### src/design/trsa_pkg.sv
// Types and constants shared by the transmit ring space allocator.
// No dependencies; compiled first.
package trsa_pkg;

  localparam int ACTION_W  = 2;
  localparam int PKT_W     = 11;
  localparam int SHIFT_W   = 4;
  localparam int OFF_W     = 14;
  localparam int CNT_W     = 10;
  localparam int SUM_W     = OFF_W + 1;
  localparam int OUT_OFF_W = 13;
  localparam int OUT_CNT_W = 9;
  localparam int APB_AW    = 3;
  localparam int APB_DW    = 32;

  localparam logic [OFF_W-1:0]   RING_BYTES_RST = 14'd2048;
  localparam logic [SHIFT_W-1:0] BUF_SHIFT_RST  = 4'd5;
  localparam logic [SHIFT_W-1:0] SHIFT_MIN      = 4'd5;
  localparam logic [SHIFT_W-1:0] SHIFT_MAX      = 4'd8;

  typedef enum logic [ACTION_W-1:0] {
    ACT_SEND  = 2'd0,
    ACT_DONE  = 2'd1,
    ACT_RESET = 2'd2,
    ACT_NOP   = 2'd3
  } action_t;

  typedef enum logic [0:0] {
    REG_RING_BYTES = 1'b0,
    REG_BUF_SHIFT  = 1'b1
  } reg_idx_t;

  typedef struct packed {
    logic [SHIFT_W-1:0] shift;
    logic [CNT_W-1:0]   total;
    logic [OFF_W-1:0]   rsz;
  } geom_t;

  typedef struct packed {
    logic [OFF_W-1:0] wr_off;
    logic [OFF_W-1:0] rd_off;
    logic [CNT_W-1:0] free;
  } ring_state_t;

  typedef struct packed {
    logic                 accepted;
    logic [OUT_OFF_W-1:0] desc_offset;
    logic [OUT_OFF_W-1:0] next_offset;
    logic [OUT_CNT_W-1:0] bufs_left;
  } result_t;

  typedef struct packed {
    logic apply;
    logic reinit;
  } step_ctrl_t;

  typedef struct packed {
    logic             en;
    logic [OFF_W-1:0] data;
  } tbl_wr_t;

endpackage

### src/design/trsa_req_if.sv
// Request and result channel interfaces of the ring space allocator.
// Depends on trsa_pkg for field widths.
interface trsa_req_if;
  import trsa_pkg::*;

  logic                valid;
  logic                ready;
  logic [ACTION_W-1:0] action;
  logic [PKT_W-1:0]    pkt_bytes;

  modport source (output valid, output action, output pkt_bytes, input ready);
  modport sink (input valid, input action, input pkt_bytes, output ready);
endinterface

interface trsa_res_if;
  import trsa_pkg::*;

  logic                 valid;
  logic                 ready;
  logic                 accepted;
  logic [OUT_OFF_W-1:0] desc_offset;
  logic [OUT_OFF_W-1:0] next_offset;
  logic [OUT_CNT_W-1:0] bufs_left;

  modport source (output valid, output accepted, output desc_offset,
                  output next_offset, output bufs_left, input ready);
  modport sink (input valid, input accepted, input desc_offset,
                input next_offset, input bufs_left, output ready);
endinterface

### src/design/trsa_regs.sv
// APB configuration registers and derived ring geometry.
// Depends on trsa_pkg.
module trsa_regs #(
  parameter int RAM_BYTES   = 8192,
  parameter int MAX_BUFFERS = 256
) (
  input  logic                       clk,
  input  logic                       rst,
  input  logic                       psel,
  input  logic                       penable,
  input  logic                       pwrite,
  input  logic [trsa_pkg::APB_AW-1:0] paddr,
  input  logic [trsa_pkg::APB_DW-1:0] pwdata,
  output logic [trsa_pkg::APB_DW-1:0] prdata,
  output logic                       pready,
  output trsa_pkg::geom_t            geom,
  output logic                       reinit
);
  import trsa_pkg::*;

  localparam int OFF_MAX = (1 << OFF_W) - 1;
  localparam int CNT_MAX = (1 << CNT_W) - 1;
  localparam logic [OFF_W-1:0] RAM_CAP =
    OFF_W'((RAM_BYTES > OFF_MAX) ? OFF_MAX : RAM_BYTES);
  localparam logic [CNT_W-1:0] CNT_CAP =
    CNT_W'((MAX_BUFFERS > CNT_MAX) ? CNT_MAX : MAX_BUFFERS);

  logic [OFF_W-1:0]   ring_bytes;
  logic [SHIFT_W-1:0] buf_shift;
  logic               wr_hit;
  reg_idx_t           idx;
  logic [SHIFT_W-1:0] sh;
  logic [OFF_W-1:0]   ring_cap;
  logic [CNT_W-1:0]   nbufs;
  logic [CNT_W-1:0]   total;

  assign pready = 1'b1;
  assign idx    = reg_idx_t'(paddr[2]);
  assign wr_hit = psel && penable && pwrite && pready;

  always_ff @(posedge clk) begin
    if (rst) begin
      ring_bytes <= RING_BYTES_RST;
      buf_shift  <= BUF_SHIFT_RST;
      reinit     <= 1'b1;
    end else begin
      reinit <= wr_hit;
      if (wr_hit) begin
        case (idx)
          REG_RING_BYTES: ring_bytes <= pwdata[OFF_W-1:0];
          REG_BUF_SHIFT:  buf_shift  <= pwdata[SHIFT_W-1:0];
          default: ;
        endcase
      end
    end
  end

  always_comb begin
    case (idx)
      REG_RING_BYTES: prdata = APB_DW'(ring_bytes);
      REG_BUF_SHIFT:  prdata = APB_DW'(buf_shift);
      default:        prdata = '0;
    endcase
  end

  always_comb begin
    if (buf_shift inside {[SHIFT_MIN:SHIFT_MAX]}) sh = buf_shift;
    else if (buf_shift < SHIFT_MIN) sh = SHIFT_MIN;
    else sh = SHIFT_MAX;
  end

  assign ring_cap = (ring_bytes > RAM_CAP) ? RAM_CAP : ring_bytes;
  assign nbufs    = CNT_W'(ring_cap >> sh);
  assign total    = (nbufs > CNT_CAP) ? CNT_CAP : nbufs;

  assign geom.shift = sh;
  assign geom.total = total;
  assign geom.rsz   = OFF_W'(total) << sh;

endmodule

### src/design/trsa_next_ram.sv
// Per-buffer next-offset table: one write port, one registered read port.
// A read of the address being written returns the new data.
module trsa_next_ram #(
  parameter int AW = 8,
  parameter int DW = 14
) (
  input  logic          clk,
  input  logic          wr_en,
  input  logic [AW-1:0] wr_addr,
  input  logic [DW-1:0] wr_data,
  input  logic [AW-1:0] rd_addr,
  output logic [DW-1:0] rd_data
);
  logic [DW-1:0] mem [1 << AW];

  always_ff @(posedge clk) begin
    if (wr_en) mem[wr_addr] <= wr_data;
  end

  always_ff @(posedge clk) begin
    if (wr_en && (wr_addr == rd_addr)) rd_data <= wr_data;
    else rd_data <= mem[rd_addr];
  end

endmodule

### src/design/trsa_engine.sv
// Event logic: space check, buffer rounding, wrap, free and reset.
// Depends on trsa_pkg; purely combinational.
module trsa_engine #(
  parameter int HEADER_BYTES = 7,
  parameter int AW           = 8
) (
  input  trsa_pkg::geom_t               geom,
  input  trsa_pkg::ring_state_t         st,
  input  trsa_pkg::step_ctrl_t          ctrl,
  input  logic [trsa_pkg::ACTION_W-1:0] action,
  input  logic [trsa_pkg::PKT_W-1:0]    pkt_bytes,
  input  logic [trsa_pkg::OFF_W-1:0]    head_next,
  output trsa_pkg::ring_state_t         st_next,
  output trsa_pkg::result_t             result,
  output trsa_pkg::tbl_wr_t             tbl_wr,
  output logic [AW-1:0]                 wr_slot,
  output logic [AW-1:0]                 rd_slot
);
  import trsa_pkg::*;

  localparam int RND_W = PKT_W + 1;

  action_t          act;
  logic             same;
  logic             full;
  logic             empty;
  logic [SUM_W-1:0] avail;
  logic [RND_W-1:0] pkt_h;
  logic [RND_W-1:0] rnd;
  logic [RND_W-1:0] bufs;
  logic [RND_W-1:0] span;
  logic [SUM_W-1:0] wrap0;
  logic [SUM_W-1:0] wrap1;
  logic [OFF_W-1:0] send_next;
  logic             fits;
  logic [CNT_W-1:0] free_sub;
  logic [OFF_W-1:0] done_next;
  logic [SUM_W-1:0] span_done;
  logic [SUM_W-1:0] sum;
  logic [CNT_W-1:0] free_add;
  ring_state_t      stay;
  ring_state_t      cleared;
  logic [OFF_W-1:0] d_off;
  logic [OFF_W-1:0] n_off;
  logic             acc;

  assign act   = action_t'(action);
  assign same  = (st.wr_off == st.rd_off);
  assign full  = same && (st.free != geom.total);
  assign empty = same && (st.free == geom.total);

  assign avail = (st.wr_off >= st.rd_off)
               ? SUM_W'(st.rd_off) + SUM_W'(geom.rsz) - SUM_W'(st.wr_off)
               : SUM_W'(st.rd_off) - SUM_W'(st.wr_off);

  assign pkt_h = RND_W'(pkt_bytes) + RND_W'(HEADER_BYTES);
  assign rnd   = pkt_h + ((RND_W'(1) << geom.shift) - RND_W'(1));
  assign bufs  = rnd >> geom.shift;
  assign span  = bufs << geom.shift;
  assign fits  = !full && (SUM_W'(pkt_h) <= avail);

  assign wrap0     = SUM_W'(st.wr_off) + SUM_W'(span);
  assign wrap1     = (wrap0 >= SUM_W'(geom.rsz)) ? wrap0 - SUM_W'(geom.rsz) : wrap0;
  assign send_next = (wrap1 >= SUM_W'(geom.rsz)) ? '0 : wrap1[OFF_W-1:0];
  assign free_sub  = (RND_W'(st.free) < bufs) ? '0 : st.free - bufs[CNT_W-1:0];

  assign done_next = (head_next >= geom.rsz) ? '0 : head_next;
  assign span_done = (done_next > st.rd_off)
                   ? SUM_W'(done_next) - SUM_W'(st.rd_off)
                   : SUM_W'(geom.rsz) - SUM_W'(st.rd_off) + SUM_W'(done_next);
  assign sum       = SUM_W'(st.free) + (span_done >> geom.shift);
  assign free_add  = (sum > SUM_W'(geom.total)) ? geom.total : sum[CNT_W-1:0];

  always_comb begin
    cleared.wr_off = '0;
    cleared.rd_off = '0;
    cleared.free   = geom.total;
  end

  always_comb begin
    stay      = st;
    d_off     = st.wr_off;
    n_off     = st.wr_off;
    acc       = 1'b0;
    tbl_wr.en = 1'b0;
    case (act)
      ACT_SEND: begin
        if (fits) begin
          stay.wr_off = send_next;
          stay.free   = free_sub;
          n_off       = send_next;
          acc         = 1'b1;
          tbl_wr.en   = ctrl.apply;
        end
      end
      ACT_DONE: begin
        d_off = st.rd_off;
        n_off = st.rd_off;
        if (!empty) begin
          stay.rd_off = done_next;
          stay.free   = free_add;
          n_off       = done_next;
          acc         = 1'b1;
        end
      end
      ACT_RESET: begin
        stay  = cleared;
        d_off = '0;
        n_off = '0;
        acc   = 1'b1;
      end
      default: ;
    endcase
  end

  assign tbl_wr.data = send_next;

  assign result.accepted    = acc;
  assign result.desc_offset = d_off[OUT_OFF_W-1:0];
  assign result.next_offset = n_off[OUT_OFF_W-1:0];
  assign result.bufs_left   = stay.free[OUT_CNT_W-1:0];

  assign st_next = ctrl.reinit ? cleared : (ctrl.apply ? stay : st);
  assign wr_slot = AW'(st.wr_off >> geom.shift);
  assign rd_slot = AW'(st_next.rd_off >> geom.shift);

endmodule

### src/design/tx_ring_space_allocator_core.sv
// Transmit ring space allocator, top level.
// A request is registered in the a stage (a_action, a_pkt) and its result in the b stage (b_res).
// Throughput: one request per cycle unless the result stalls or a clear is pending;
// the next-table head is prefetched each cycle, so back-to-back done events do not stall.
// Reset (synchronous, rst high) and any register write empty the ring: the
// registered reinit flag sets the offsets to zero and the free count to the ring total.
module tx_ring_space_allocator_core #(
  parameter int HEADER_BYTES = 7,
  parameter int RAM_BYTES    = 8192,
  parameter int MAX_BUFFERS  = 256
) (
  input  logic                        clk,
  input  logic                        rst,
  trsa_req_if.sink                    req,
  trsa_res_if.source                  res,
  input  logic                        psel,
  input  logic                        penable,
  input  logic                        pwrite,
  input  logic [trsa_pkg::APB_AW-1:0] paddr,
  input  logic [trsa_pkg::APB_DW-1:0] pwdata,
  output logic [trsa_pkg::APB_DW-1:0] prdata,
  output logic                        pready
);
  import trsa_pkg::*;

  localparam int AW = $clog2(MAX_BUFFERS);

  geom_t               geom;
  logic                reinit;
  logic                a_valid;
  logic [ACTION_W-1:0] a_action;
  logic [PKT_W-1:0]    a_pkt;
  logic                b_valid;
  result_t             b_res;
  logic                b_ready;
  logic                adv;
  ring_state_t         st;
  ring_state_t         st_next;
  result_t             result;
  tbl_wr_t             tbl_wr;
  step_ctrl_t          ctrl;
  logic [AW-1:0]       wr_slot;
  logic [AW-1:0]       rd_slot;
  logic [OFF_W-1:0]    head_next;

  trsa_regs #(
    .RAM_BYTES   (RAM_BYTES),
    .MAX_BUFFERS (MAX_BUFFERS)
  ) u_regs (
    .clk     (clk),
    .rst     (rst),
    .psel    (psel),
    .penable (penable),
    .pwrite  (pwrite),
    .paddr   (paddr),
    .pwdata  (pwdata),
    .prdata  (prdata),
    .pready  (pready),
    .geom    (geom),
    .reinit  (reinit)
  );

  // a held request waits out the ring clear
  assign b_ready   = !b_valid || res.ready;
  assign adv       = a_valid && b_ready && !reinit;
  assign req.ready = !rst && (!a_valid || adv);

  assign ctrl.apply  = adv;
  assign ctrl.reinit = reinit;

  trsa_engine #(
    .HEADER_BYTES (HEADER_BYTES),
    .AW           (AW)
  ) u_engine (
    .geom      (geom),
    .st        (st),
    .ctrl      (ctrl),
    .action    (a_action),
    .pkt_bytes (a_pkt),
    .head_next (head_next),
    .st_next   (st_next),
    .result    (result),
    .tbl_wr    (tbl_wr),
    .wr_slot   (wr_slot),
    .rd_slot   (rd_slot)
  );

  trsa_next_ram #(
    .AW (AW),
    .DW (OFF_W)
  ) u_ram (
    .clk     (clk),
    .wr_en   (tbl_wr.en),
    .wr_addr (wr_slot),
    .wr_data (tbl_wr.data),
    .rd_addr (rd_slot),
    .rd_data (head_next)
  );

  always_ff @(posedge clk) begin
    if (rst) begin
      a_valid <= 1'b0;
    end else if (req.ready) begin
      a_valid <= req.valid;
    end
  end

  always_ff @(posedge clk) begin
    if (req.ready && req.valid) begin
      a_action <= req.action;
      a_pkt    <= req.pkt_bytes;
    end
  end

  always_ff @(posedge clk) begin
    if (rst) begin
      b_valid <= 1'b0;
    end else if (adv) begin
      b_valid <= 1'b1;
    end else if (res.ready) begin
      b_valid <= 1'b0;
    end
  end

  always_ff @(posedge clk) begin
    if (adv) b_res <= result;
  end

  always_ff @(posedge clk) begin
    if (rst) begin
      st <= '0;
    end else begin
      st <= st_next;
    end
  end

  assign res.valid       = b_valid;
  assign res.accepted    = b_res.accepted;
  assign res.desc_offset = b_res.desc_offset;
  assign res.next_offset = b_res.next_offset;
  assign res.bufs_left   = b_res.bufs_left;

endmodule

### src/flat_wrapper.sv
// flat-port wrapper written by rule: the top's interface ports become plain ports
module tx_ring_space_allocator_core_flat import trsa_pkg::*;
#(
  parameter int HEADER_BYTES = 7,
  parameter int RAM_BYTES    = 8192,
  parameter int MAX_BUFFERS  = 256
)
  (clk, rst, psel, penable, pwrite, paddr, pwdata, prdata, pready, req_valid, req_action, req_pkt_bytes, req_ready, res_valid, res_accepted, res_desc_offset, res_next_offset, res_bufs_left, res_ready);
  trsa_req_if req_i ();
  trsa_res_if res_i ();
  input  logic clk;
  input  logic rst;
  input  logic psel;
  input  logic penable;
  input  logic pwrite;
  input  logic [trsa_pkg::APB_AW-1:0] paddr;
  input  logic [trsa_pkg::APB_DW-1:0] pwdata;
  output logic [trsa_pkg::APB_DW-1:0] prdata;
  output logic pready;
  input wire logic [$bits(req_i.valid)-1:0] req_valid;
  input wire logic [$bits(req_i.action)-1:0] req_action;
  input wire logic [$bits(req_i.pkt_bytes)-1:0] req_pkt_bytes;
  output wire logic [$bits(req_i.ready)-1:0] req_ready;
  output wire logic [$bits(res_i.valid)-1:0] res_valid;
  output wire logic [$bits(res_i.accepted)-1:0] res_accepted;
  output wire logic [$bits(res_i.desc_offset)-1:0] res_desc_offset;
  output wire logic [$bits(res_i.next_offset)-1:0] res_next_offset;
  output wire logic [$bits(res_i.bufs_left)-1:0] res_bufs_left;
  input wire logic [$bits(res_i.ready)-1:0] res_ready;
  assign req_i.valid = req_valid;
  assign req_i.action = req_action;
  assign req_i.pkt_bytes = req_pkt_bytes;
  assign req_ready = req_i.ready;
  assign res_valid = res_i.valid;
  assign res_accepted = res_i.accepted;
  assign res_desc_offset = res_i.desc_offset;
  assign res_next_offset = res_i.next_offset;
  assign res_bufs_left = res_i.bufs_left;
  assign res_i.ready = res_ready;
  tx_ring_space_allocator_core #(.HEADER_BYTES(HEADER_BYTES), .RAM_BYTES(RAM_BYTES), .MAX_BUFFERS(MAX_BUFFERS)) u_core (.clk(clk), .rst(rst), .req(req_i), .res(res_i), .psel(psel), .penable(penable), .pwrite(pwrite), .paddr(paddr), .pwdata(pwdata), .prdata(prdata), .pready(pready));
endmodule
### config.mk
export PLATFORM = sky130hd
export DESIGN_NAME = tx_ring_space_allocator_core_flat
export DESIGN_NICKNAME = d
export VERILOG_FILES = /design/src/design/trsa_pkg.sv /design/src/design/trsa_req_if.sv /design/src/design/trsa_regs.sv /design/src/design/trsa_next_ram.sv /design/src/design/trsa_engine.sv /design/src/design/tx_ring_space_allocator_core.sv /design/src/flat_wrapper.sv
export SDC_FILE = /design/constraint.sdc
export NUM_CORES = 2
export LEC_CHECK = 0
export BUFFER_PORTS_ARGS = -buffer_cell sky130_fd_sc_hd__buf_2
export CAP_MARGIN = 40
export CORE_ASPECT_RATIO = 1.1
export CORE_MARGIN = 2
export CORE_UTILIZATION = 25
export CTS_CLUSTER_DIAMETER = 200
export DETAILED_ROUTE_END_ITERATION = 8
export MAX_ROUTING_LAYER = met4
export SETUP_SLACK_MARGIN = 0.5
export SLEW_MARGIN = 30
export SYNTH_ARGS = -nofsm -noshare
export SYNTH_HDL_FRONTEND = slang
export SYNTH_SLANG_ARGS = --single-unit
### constraint.sdc
create_clock -name clk -period 21.6 [get_ports clk]
set_clock_uncertainty 0.15 [all_clocks]
set_input_delay 1.08 -clock clk [delete_from_list [all_inputs] [get_ports clk]]
set_output_delay 1.08 -clock clk [all_outputs]
set_load 0.02 [all_outputs]
==> results.cfg <==
[run_status]
outcome = finished, final reports clean

[route]
wl_met1_um = 159000
drc = 0
wl_met3_um = 24880
wl_um = 378800
vias_per_cell = 4.614
route.met2.wl_um = 182700
drt-initial-drc-count = 7618
ant_nets = 0
vias = 74620
drtPass1Iterations = 5
route.detailed.wl_per_inst_um = 23.42
highest_layer = met4

[worst_hold_path]
hp-class = primary input to register
holdPathStages = 1
worstHoldStart = req_pkt_bytes[8]
whs_endpoint = u_core.a_pkt[8]$_DFFE_PP_

[global_route]
grt_usage_pct = 12.31
grt_pass1_wl_um = 546600
grt_max_degree = 194
antenna_found_initial = 10
overflow = 0
grt_pass1_vias = 74310

[clock_network]
htree_levels = 5
cts_root_buffer = clkbuf_16
clk_pin_slew_ns = 0.06
post_cts.repair.setup_buffers = 0
numCtsBuffers = 368
cts_tree = built
cts.hold.buffers_added = 0
cts_resized = 0
worstSkewPairLatency_ns = 0.97
clock_path_buffers = 4
clock-sinks = 3700

[synthesis]
synth_area_leaders = edfxtp_1 72%, mux4_2 17%, ha_1 1.5%, nor2_1 1.1%, dfxtp_1 0.88%
synth_top_area_cell = edfxtp_1
avgSynthCellArea_sq_um = 20.58
synth-async-reset-ratio_pct = 0
yosysMostFrequentCell = edfxtp_1
synth_top_area_share_pct = 71.91
synth_area_sq_um = 151700
ys_seq_area_share_pct = 72.80
ys.flop_type = edfxtp_1
postSynthCellCount = 7372
synth_cell_types = 91
ys_warn_count = 0
synth_common_cells = 3633 x edfxtp_1, 1113 x mux4_2, 429 x nor2_1
synth_edf_count = 3633
ys_ff_latch = 3700

[place]
gp_congestion = 0.8684
place_hpwl_um = 237400
preCtsSetupSlack_ns = 6.763
io_buffer_count = 86
placed_area_sq_um = 164100

[critical_path]
cp_max_fo = 73
critPathMostFrequentCell = a21oi_1
ff2ff_setup_slack_ns = 6.86
end_kind = register
reg2regPathDepth = 50
crit_arrival_ns = 15.26
cpMaxStageDelayCell = dfxtp_4
slowest_delay_ns = 0.82
path_class = register to register
cp-start-kind = register
cp.required_ns = 22.12
r2r-end = u_core.res.bufs_left[3]$_DFFE_PP_

[cells_and_area]
drive_above_1_share_pct = 27.19
syn2layout_area_growth_pct = 16.08
nets = 8136
fin_area_sq_um = 176100

[pwr]
ir_drop_mv = 0.1776
powerDensity_nw_per_um2 = 105.6
power.leakage_nw = 53.64

[sta]
worst_slew_pin_slew_ns = 0.9812
period_share_pct = 68.25
fmax_ghz = 0.06783
hold_violations = 0
drv_slew = 0
rsz0062_at_grt = no
finalSetupViolations = 0
min_period_ns = 14.74
relSlewSlack_pct = 34.58
hold_ws_ns = 0.1700
layout_setup_ws_ns = 6.858
tns_ns = 0

[floorplan]
io_pins = 126
fp.coreArea_sq_um = 605500
initial_utilization_pct = 25.06
die_height_um = 821.0
rows = 300
die_area_sq_um = 613100
die_x_um = 746.7

[run]
drv_cap = 0
[how the worst max path moves through the flow]
| stage | to | slack (ns) | cells after the start |
|---|---|---|---|
| 6_report | u_core.res.bufs_left[3]$_DFFE_PP_ | 6.86 | 50 |
| 5_1_grt | u_core.res.bufs_left[3]$_DFFE_PP_ | 5.68 | 50 |
| 4_1_cts | u_core.res.bufs_left[3]$_DFFE_PP_ | 6.65 | 50 |
| 3_3_place_gp | u_core.res.bufs_left[3]$_DFFE_PP_ | 6.75 | 47 |
| 3_5_place_dp | u_core.res.bufs_left[3]$_DFFE_PP_ | 6.76 | 50 |
| 2_1_floorplan | u_core.u_ram.mem[0][13]$_DFFE_PP_ | 6.53 | 39 |
[layer usage]
layer / vias up / track usage (%)
met4: 0 / 3.600
li1: 31450 / -
met3: 571 / 1.763
met5: - / -
met1: 39880 / 16.28
met2: 2721 / 19.80
[cell families after synthesis]
| logic type | count (synthesis) | synth area share [%] |
|---|---|---|
| other | 2 | 0.004950 |
| DFF | 3700 | 72.80 |
| and+or+nand+nor | 941 | 2.787 |
| adders and majority gates | 217 | 1.944 |
| muxes | 1245 | 17.41 |
| AOI/OAI and AO/OA | 591 | 2.636 |
| xor gates and xnor gates | 94 | 0.5427 |
| buffers and inverters | 582 | 1.884 |
[registers in the layout, summed over array words and instances, names as in the netlist, named ones only]
name and count:
u_core.st 38, u_core.a_pkt 11, u_core.u_regs.reinit 1, u_core.res.bufs_left 9, u_core.res.desc_offset 13, u_core.res.next_offset 13
u_core.a_valid 1, u_core.u_ram.mem 3584, u_core.res.accepted 1, u_core.res.valid 1, u_core.u_regs.buf_shift 4, u_core.u_regs.ring_bytes 14
u_core.a_action 2
[metrics by stage]
stage | std cells | util (%) | total power, W
after floorplan | 7432 | - | 0.01157
after global placement | 15440 | 26.95 | 0.01225
after detailed placement | 15490 | 27.10 | 0.01241
after CTS | 16160 | 29.05 | 0.01871
after global routing | 16170 | 29.08 | 0.01926
final | 16170 | 29.09 | 0.01860
[final cells by class]
cell class | count | area (sq um)
inverter | 188 | 708.2
sequential | 3700 | 110500
antenna | 6 | 15.01
tap | 8003 | 10010
multi-input combinational | 3150 | 39220
clock buffer | 454 | 9733
fill | 58650 | 429300
timing repair buffer | 459 | 3896
clock inverter | 214 | 2059
[worst max-delay path: cells and delay by family (launching register included)]
kind / cells / cell delay [ns]
adder cells (fa/ha/maj): 5 / 1.52
buffers and inverters: 7 / 2.07
flip-flops: 1 / 0.82
XOR/XNOR: 2 / 0.30
multiplexers: 5 / 2.68
AO/OA/AOI/OAI: 24 / 5.28
AND/OR/NAND/NOR: 7 / 1.40
[placed cells by master, fill, tap and decap left out, types with 45 or more instances in the layout]
cell type	instances
edfxtp_1	3633
a21oi_1	146
nor2_4	49
inv_1	182
mux2i_1	118
clkbuf_16	377
mux4_2	1113
clkinv_1	99
nand3_1	49
dfxtp_1	60
conb_1	62
o21ai_0	88
buf_2	92
xnor2_1	66
ha_1	182
clkinv_2	45
nand2_1	220
buf_4	295
a21o_1	54
clkbuf_1	76
nor2_1	343
a22oi_1	52
[power by group]
| part | switching [W] | internal (W) | leakage [nW] |
|---|---|---|---|
| combinational | 0.00219 | 0.000533 | 14.0 |
| clock | 0.00272 | 0.00360 | 5.73 |
| sequential | 0.0000105 | 0.00954 | 33.9 |
| total | 0.00493 | 0.0137 | 53.6 |
Power figures use the tool's default switching activity.
